## src/rtl/core/lome_pkg.sv

```systemverilog
// shared types and constants of the limit order matching engine
package lome_pkg;

  localparam int ORDER_CAPACITY = 64;
  localparam int PRICE_BITS     = 16;
  localparam int IDX_W          = $clog2(ORDER_CAPACITY);
  localparam int CNT_W          = $clog2(ORDER_CAPACITY + 1);
  localparam int QUEUE_DEPTH    = 2;
  localparam int QPTR_W         = $clog2(QUEUE_DEPTH);

  typedef enum logic [1:0] {
    CMD_ADD    = 2'd0,
    CMD_CANCEL = 2'd1,
    CMD_CLEAR  = 2'd2
  } cmd_e;

  typedef enum logic {
    SIDE_BID = 1'b0,
    SIDE_ASK = 1'b1
  } side_e;

  typedef enum logic [2:0] {
    KIND_TRADE     = 3'd0,
    KIND_ADD       = 3'd1,
    KIND_CANCELLED = 3'd2,
    KIND_NOT_FOUND = 3'd3,
    KIND_CLEARED   = 3'd4
  } kind_e;

  typedef enum logic [1:0] {
    REST_NONE    = 2'd0,
    REST_RESTED  = 2'd1,
    REST_DROPPED = 2'd2
  } rest_e;

  typedef enum logic [3:0] {
    ST_IDLE,
    ST_SCAN_B,
    ST_DRAIN_B,
    ST_MATCH,
    ST_SCAN_I,
    ST_DRAIN_I,
    ST_RESOLVE,
    ST_EMIT_RD,
    ST_EMIT_WAIT
  } state_e;

  typedef struct packed {
    cmd_e                  command;
    side_e                 side;
    logic [PRICE_BITS-1:0] price;
    logic [31:0]           quantity;
    logic [31:0]           oid;
    logic [31:0]           order_seq;
  } item_t;

  typedef struct packed {
    logic  valid;
    item_t item;
  } fq_t;

  typedef struct packed {
    side_e                 side;
    logic [PRICE_BITS-1:0] price;
    logic [31:0]           quantity;
    logic [31:0]           oid;
    logic [31:0]           order_seq;
    logic [31:0]           arrival;
  } entry_t;

  typedef struct packed {
    logic [31:0]           trade_no;
    logic [PRICE_BITS-1:0] price;
    logic [31:0]           quantity;
    logic [31:0]           maker_id;
  } fill_t;

  typedef struct packed {
    kind_e                 kind;
    logic [31:0]           trade_no;
    logic [PRICE_BITS-1:0] trade_price;
    logic [31:0]           trade_quantity;
    logic [31:0]           taker_id;
    logic [31:0]           maker_id;
    rest_e                 rest_status;
    logic [31:0]           rested_quantity;
    logic                  last;
    logic [CNT_W-1:0]      bid_orders;
    logic [CNT_W-1:0]      ask_orders;
  } result_t;

endpackage

```

## src/rtl/core/lome_if.sv

```systemverilog
// command and result channel interfaces
interface lome_req_if;
  logic        valid;
  logic        ready;
  logic [1:0]  command;
  logic        side;
  logic [15:0] price;
  logic [31:0] quantity;
  logic [31:0] oid;
  logic [31:0] order_seq;

  modport source (output valid, command, side, price, quantity, oid, order_seq,
                  input ready);
  modport sink (input valid, command, side, price, quantity, oid, order_seq,
                output ready);
endinterface


```

## src/rtl/core/lome_front.sv

```systemverilog
// command intake: accepts, filters unknown commands and queues work for the engine
module lome_front (
  input  logic            clk_i,
  input  logic            rst_ni,
  lome_req_if.sink        req_i,
  output lome_pkg::fq_t   deq_o,
  input  logic            deq_ready_i
);
  import lome_pkg::*;

  item_t             slot_q [QUEUE_DEPTH];
  logic [QPTR_W-1:0] wptr_q, wptr_d, rptr_q, rptr_d;
  logic [QPTR_W:0]   fill_q, fill_d;
  logic              known, push, pop;
  item_t             item_in;

  assign known = (req_i.command == CMD_ADD) || (req_i.command == CMD_CANCEL) ||
                 (req_i.command == CMD_CLEAR);
  assign req_i.ready = fill_q != (QPTR_W + 1)'(QUEUE_DEPTH);
  assign push = req_i.valid && req_i.ready && known;
  assign pop  = deq_o.valid && deq_ready_i;

  always_comb begin
    item_in.command   = cmd_e'(req_i.command);
    item_in.side      = side_e'(req_i.side);
    item_in.price     = req_i.price[PRICE_BITS-1:0];
    item_in.quantity  = req_i.quantity;
    item_in.oid       = req_i.oid;
    item_in.order_seq = req_i.order_seq;
  end

  assign deq_o.valid = fill_q != '0;
  assign deq_o.item  = slot_q[rptr_q];

  always_comb begin
    wptr_d = push ? wptr_q + QPTR_W'(1) : wptr_q;
    rptr_d = pop ? rptr_q + QPTR_W'(1) : rptr_q;
    fill_d = fill_q + (QPTR_W + 1)'(push) - (QPTR_W + 1)'(pop);
  end

  always_ff @(posedge clk_i or negedge rst_ni) begin
    if (!rst_ni) begin
      wptr_q <= '0;
      rptr_q <= '0;
      fill_q <= '0;
    end else begin
      wptr_q <= wptr_d;
      rptr_q <= rptr_d;
      fill_q <= fill_d;
    end
  end

  always_ff @(posedge clk_i) begin
    if (push) begin
      slot_q[wptr_q] <= item_in;
    end
  end

endmodule

```

## src/flat_wrapper.sv

```systemverilog
// flat-port wrapper written by rule: the top's interface ports become plain ports
module lome_front_flat import lome_pkg::*;
  (clk_i, rst_ni, deq_o, deq_ready_i, req_i_valid, req_i_command, req_i_side, req_i_price, req_i_quantity, req_i_oid, req_i_order_seq, req_i_ready);
  lome_req_if req_i_i ();
  input  logic clk_i;
  input  logic rst_ni;
  output lome_pkg::fq_t deq_o;
  input  logic deq_ready_i;
  input wire logic [$bits(req_i_i.valid)-1:0] req_i_valid;
  input wire logic [$bits(req_i_i.command)-1:0] req_i_command;
  input wire logic [$bits(req_i_i.side)-1:0] req_i_side;
  input wire logic [$bits(req_i_i.price)-1:0] req_i_price;
  input wire logic [$bits(req_i_i.quantity)-1:0] req_i_quantity;
  input wire logic [$bits(req_i_i.oid)-1:0] req_i_oid;
  input wire logic [$bits(req_i_i.order_seq)-1:0] req_i_order_seq;
  output wire logic [$bits(req_i_i.ready)-1:0] req_i_ready;
  assign req_i_i.valid = req_i_valid;
  assign req_i_i.command = req_i_command;
  assign req_i_i.side = req_i_side;
  assign req_i_i.price = req_i_price;
  assign req_i_i.quantity = req_i_quantity;
  assign req_i_i.oid = req_i_oid;
  assign req_i_i.order_seq = req_i_order_seq;
  assign req_i_ready = req_i_i.ready;
  lome_front u_core (.clk_i(clk_i), .rst_ni(rst_ni), .req_i(req_i_i), .deq_o(deq_o), .deq_ready_i(deq_ready_i));
endmodule
```

## config.mk

```make
export PLATFORM = sky130hd
export DESIGN_NAME = lome_front_flat
export DESIGN_NICKNAME = d
export VERILOG_FILES = /design/src/rtl/core/lome_pkg.sv /design/src/rtl/core/lome_if.sv /design/src/rtl/core/lome_front.sv /design/src/flat_wrapper.sv
export SDC_FILE = /design/constraint.sdc
export NUM_CORES = 1
export LEC_CHECK = 0
export ABC_CLOCK_PERIOD_IN_PS = 16100
export BUFFER_PORTS_ARGS = -buffer_cell sky130_fd_sc_hd__buf_2
export CORE_ASPECT_RATIO = 2
export CORE_MARGIN = 2
export CORE_UTILIZATION = 35
export CTS_CLUSTER_DIAMETER = 100
export CTS_CLUSTER_SIZE = 40
export DETAILED_ROUTE_END_ITERATION = 8
export GPL_TIMING_DRIVEN = 1
export PLACE_DENSITY = 0.6
export SETUP_SLACK_MARGIN = 0.2
export SLEW_MARGIN = 25
export SYNTH_ARGS = -nofsm -noshare
export SYNTH_HDL_FRONTEND = slang
export SYNTH_SLANG_ARGS = --single-unit
```

## constraint.sdc

```tcl
create_clock -name clk_i -period 16.1 [get_ports clk_i]
set_input_delay 3.22 -clock clk_i [delete_from_list [all_inputs] [get_ports clk_i]]
set_output_delay 3.22 -clock clk_i [all_outputs]
set_load 0.1 [all_outputs]
```

==> results.tsv, run 1 <==
stage	metric	value	unit
synthesis	Mapped Cells	378	
drt	drt first-iter violations	186	
global_routing	initial antenna violation count	4	
clocking	CTS tree	built	
synthesis	Syn Nets	498	
clocking	Resize count post-CTS	0	
layout	Layout Nets	736	
sta	Setup TNS	0	ns
clocking	CTS clk-pin slew, worst paths	0.13	ns
sta	clk_skew	0.0145	ns
drt	via count	4322	
global_routing	global-route usage over all layers	12.9	%
synthesis	Seq cells post-synth	234	
clocking	Clock Sinks	234	
sta	setup violators final	0	
layout	Layout area overhead	20.9	%
floorplanning	IO Count	236	
global_routing	vias in the first global route	4737	
sta	WHS	0.563	ns
clocking	postcts setup bufs	0	
placement	GP Congestion	0.730	
synthesis	Avg Synthesized Cell Area	22.9	um2
sta	RSZ-0062 raised after global routing	no	
layout	commonest cells after routing, fill and taps aside	buf_2 (235), edfxtp_1 (230), mux2_2 (75)	
placement	setup slack at placement	10.45	ns
drt	Via density	4.54	
outcome	run status	completed	
sta	fin crit share	38.1	%
synthesis	sequential fraction of the synthesis area	80.9	%
drt	DR pass1 iterations	4	
clocking	post-cts hold buffer count	0	
setup_path	Critical Path Start Type	register	
drt	routed len/inst	18.7	um
setup_path	critical path class	register to primary output	
sta	Worst-Margin Slew	0.872	ns
global_routing	Remaining Overflow, GRT	0	
hold_path	kind of path behind the tightest hold check	register to register	
layout	final core utilization	42.9	%
global_routing	first-pass GRT wire length	25.3	mm
setup_path	CP arrival	2.92	ns
setup_path	critical path fanouts, max	81	
synthesis	Cell Area, Synth	8660	um2
drt	Total Wirelength	17.8	mm
placement	port buffer count	235	
sta	max-slew violation count	0	
sta	Worst slew margin	41.9	%
global_routing	largest net degree at the start of global routing	82	
sta	maximum clock rate	0.163	GHz
floorplanning	Core ar.	24400	um2
layout	commonest non-fill, non-tap cell in the layout	buf_2	
clocking	Clock Latency Late Sink	0.48	ns
sta	min Tclk post-route	6.14	ns
sta	final hold vios	0	
drt	antenna-violating nets left	0	
drt	DR DRC count	0	
clocking	clock root cell	clkbuf_16	
clocking	TritonCTS buffer count	9	
floorplanning	Core Rows	81	
layout	layout cells sized above 1	59.7	%
setup_path	Setup crit end kind	primary output	
clocking	htree depth	1	
floorplanning	starting density of the core	35.5	%
setup_path	CP required	12.88	ns
floorplanning	overall die height	226	um
floorplanning	total die area	26100	um2
flow_run	# Max-Cap Violations	0	
clocking	Max clock buf depth	3	
placement	half-perimeter wire length after detailed placement	12.6	mm
synthesis	Netlist cell types	17	
sta	Final WS setup	9.96	ns
floorplanning	Die Width	115	um
synthesis	Synth warnings	0	
kinds of logic (layout without fill, tap and decap cells):
kind of cell | Yosys count | in the layout | synth area share, %
xor+xnor | 5 | 5 | 0.506
fa+ha+maj | 1 | 1 | 0.144
buf+inv | 15 | 255 | 1.27
flops | 234 | 234 | 80.9
mux | 115 | 115 | 16.7
other cells | 0 | 2 | 0
simple gates | 8 | 8 | 0.506
final timing paths:
check / startpoint / to / slack [ns] / depth (start not counted)
max in group asynchronous: rst_ni / u_core.rptr_q / 13.44 / 1
worst min-delay path: u_core.wptr_q / u_core.wptr_q / 0.56 / 1
worst max-delay path: u_core.rptr_q / deq_o[101] / 9.96 / 3
worst min register to register: u_core.wptr_q / u_core.wptr_q / 0.56 / 1
min in group asynchronous: rst_ni / u_core.rptr_q / 2.52 / 1
worst max register to register: u_core.fill_q[1] / u_core.slot_q[0][36] / 14.07 / 4
cell usage after synthesis (all sizes together):
master / count / share of area [%]
edfxtp: 230 / 80
xor2: 3 / 0.30
ha: 1 / 0.14
nor2: 2 / 0.087
mux2: 115 / 17
buf: 13 / 1.2
nand3: 1 / 0.058
dfrtp: 4 / 1.2
and2: 1 / 0.072
or2: 1 / 0.072
nand2: 1 / 0.043
xnor2: 2 / 0.20
nand4b: 1 / 0.10
inv: 2 / 0.087
nand2b: 1 / 0.072
metal layers:
metal | global-route usage, % | routed length, um
met3 | 2.51 | 907
met2 | 26.3 | 10500
met4 | 6.18 | 741
met1 | 11.6 | 5590
met5 | 0 | 23
flip-flops by register name (all words and copies together) (netlist names):
signal	cells
u_core.wptr_q	1
u_core.fill_q	2
u_core.rptr_q	1
u_core.slot_q	230
stage by stage:
stage          instance area [um2]  std cells
2_1_floorplan                 8660        378
3_3_place_gp                 10200        937
3_5_place_dp                 10200        937
4_1_cts                      10500        950
5_1_grt                      10500        952
6_report                     10500        952
final cells by class:
type,instances,area (um2)
well taps,332,415
flip-flops and latches,234,7010
repair buffers,240,1220
clock inverters,1,8.76
inverters,2,7.51
clock buffers,12,236
multi-input cells,129,1560
diodes,2,5.00
fillers,2198,14000
critical path: stages, from the launching register on:
cell and delay (ns):
dfrtp_4 0.85, buf_6 0.68, mux2_2 0.33, buf_2 0.43
Power of run 1 is not shown: default switching activity piles up to over one toggle a cycle in this logic, so the estimate is an artifact.
==> run 2, diff against run 1 <==
- ABC_CLOCK_PERIOD_IN_PS: 16100 -> 5300
- PLACE_DENSITY: 0.6 -> 0.62
- clock period: 16.1 -> 5.3 ns (I/O delays scaled with it)
==> results.tsv, run 2 (synthesis results as in run 1) <==
stage	metric	value	unit	change
outcome	run status	completed		unchanged
hold_path	kind of path behind the tightest hold check	primary input to async pin		was register to register
layout	largest register by flop count	u_core.slot_q		unchanged
global_routing	initial antenna violation count	2		was 4
flow_run	# Max-Cap Violations	0		unchanged
clocking	postcts setup bufs	0		unchanged
setup_path	Setup crit end kind	primary output		unchanged
sta	final hold vios	0		unchanged
setup_path	worst path cell trace	buf_4, mux2_2, buf_2		was buf_6, mux2_2, buf_2
global_routing	first-pass GRT wire length	25.3	mm	about the same
global_routing	largest net degree at the start of global routing	63		was 82
setup_path	Worst Path Buf+Inv	2		unchanged
sta	WHS	0.361	ns	was 0.563 ns
drt	DR DRC count	0		unchanged
floorplanning	Die Width	115	um	unchanged
setup_path	Critical Path Stages	3		unchanged
setup_path	Worst path slowest cell	dfrtp_4		unchanged
setup_path	critical path class	register to primary output		unchanged
floorplanning	overall die height	226	um	unchanged
clocking	Resize count post-CTS	0		unchanged
sta	fin crit share	72.3	%	
drt	routed len/inst	18.4	um	was 18.7 um
setup_path	FF-to-FF setup slack	3.09	ns	was 14.07 ns
sta	clk_skew	0.00962	ns	was 0.0145 ns
layout	largest registers	u_core.slot_q (230), u_core.fill_q (2)		unchanged
floorplanning	Core ar.	24400	um2	unchanged
drt	Via density	4.53		was 4.54
drt	drt first-iter violations	174		was 186
layout	number of flip-flops in the largest register	230		unchanged
sta	setup violators final	0		unchanged
clocking	CTS tree	built		unchanged
clocking	post-cts hold buffer count	0		unchanged
global_routing	global-route usage over all layers	12.8	%	was 12.9%
setup_path	CP delay by family, top	flip-flops		was buffers and inverters
drt	via count	4309		was 4322
floorplanning	Core Rows	81		unchanged
clocking	TritonCTS buffer count	9		unchanged
drt	Total Wirelength	17.5	mm	was 17.8 mm
layout	layout cells sized above 1	60.0	%	was 59.7%
layout	commonest non-fill, non-tap cell in the layout	buf_2		unchanged
setup_path	R2R Path End	u_core.slot_q[1][59]		was u_core.slot_q[0][36]
clocking	htree depth	1		unchanged
clocking	Clock Latency Late Sink	0.48	ns	about the same
setup_path	CP max stage delay	0.94	ns	was 0.85 ns
placement	GP Congestion	0.768		was 0.730
sta	RSZ-0062 raised after global routing	no		unchanged
drt	antenna-violating nets left	0		unchanged
sta	min Tclk post-route	3.83	ns	
drt	DR pass1 iterations	4		unchanged
setup_path	CP required	4.24	ns	was 12.88 ns
global_routing	vias in the first global route	4704		was 4737
sta	maximum clock rate	0.261	GHz	
floorplanning	IO Count	236		unchanged
clocking	Clock Sinks	234		unchanged
setup_path	r2r startpoint	u_core.fill_q[1]		unchanged
sta	max-slew violation count	0		unchanged
setup_path	CP arrival	2.77	ns	was 2.92 ns
setup_path	Critical Path Start Type	register		unchanged
placement	half-perimeter wire length after detailed placement	12.4	mm	was 12.6 mm
global_routing	Remaining Overflow, GRT	0		unchanged
clocking	clock root cell	clkbuf_16		unchanged
sta	Worst slew margin	50.2	%	was 41.9%
setup_path	critical path fanouts, max	50		was 81
floorplanning	starting density of the core	35.5	%	unchanged
layout	Layout Nets	738		was 736
clocking	CTS clk-pin slew, worst paths	0.13	ns	about the same
floorplanning	total die area	26100	um2	unchanged
layout	commonest cells after routing, fill and taps aside	buf_2 (235), edfxtp_1 (230), mux2_2 (75)		unchanged
placement	port buffer count	235		unchanged
clocking	Max clock buf depth	3		unchanged
setup_path	Worst R2R Path Depth	4		unchanged
layout	Layout area overhead	21.3	%	was 20.9%
sta	Worst-Margin Slew	0.747	ns	was 0.872 ns
[run 2: how the worst max path moves through the flow]
stage / start / endpoint / slack (ns)
final: u_core.rptr_q / deq_o[55] / 1.47
after CTS: u_core.rptr_q / deq_o[55] / 1.39
after floorplan: u_core.fill_q[0] / u_core.slot_q[0][0] / -1.64
after global routing: u_core.rptr_q / deq_o[52] / 1.30
after global placement: req_i_command[0] / u_core.slot_q[1][73] / 1.96
after detailed placement: req_i_command[1] / u_core.slot_q[1][73] / 1.86
[run 2: routing by layer]
| layer | vias to the layer above | GRT usage, % | share of wire (%) |
|---|---|---|---|
| met3 | 39 | 1.95 | 4.4 |
| met5 | - | 0 | 0 |
| met2 | 153 | 24.7 | 57 |
| li1 | 1969 | - | - |
| met1 | 2148 | 13.0 | 35 |
| met4 | 0 | 6.34 | 4.3 |
[run 2: through the flow]
stage	utilization, %	setup WS, ns	area, um2	setup TNS, ns	std cells
final	43.0	1.47	10500	0	952
after global routing	43.0	1.30	10500	0	952
after CTS	42.9	1.39	10500	0	949
after detailed placement	41.9	1.86	10200	0	938
after global placement	41.9	1.96	10200	0	938
after floorplan	-	-1.64	8660	-376.93	378
[run 2: cell type report]
type	instances	area, um2
diodes	2	5.00
fillers	2183	13900
clock buffers	10	229
clock inverters	1	8.76
well taps	332	415
repair buffers	242	1270
inverters	2	7.51
multi-input cells	129	1560
flip-flops and latches	234	7010
Power of run 2 is left out for the same reason.
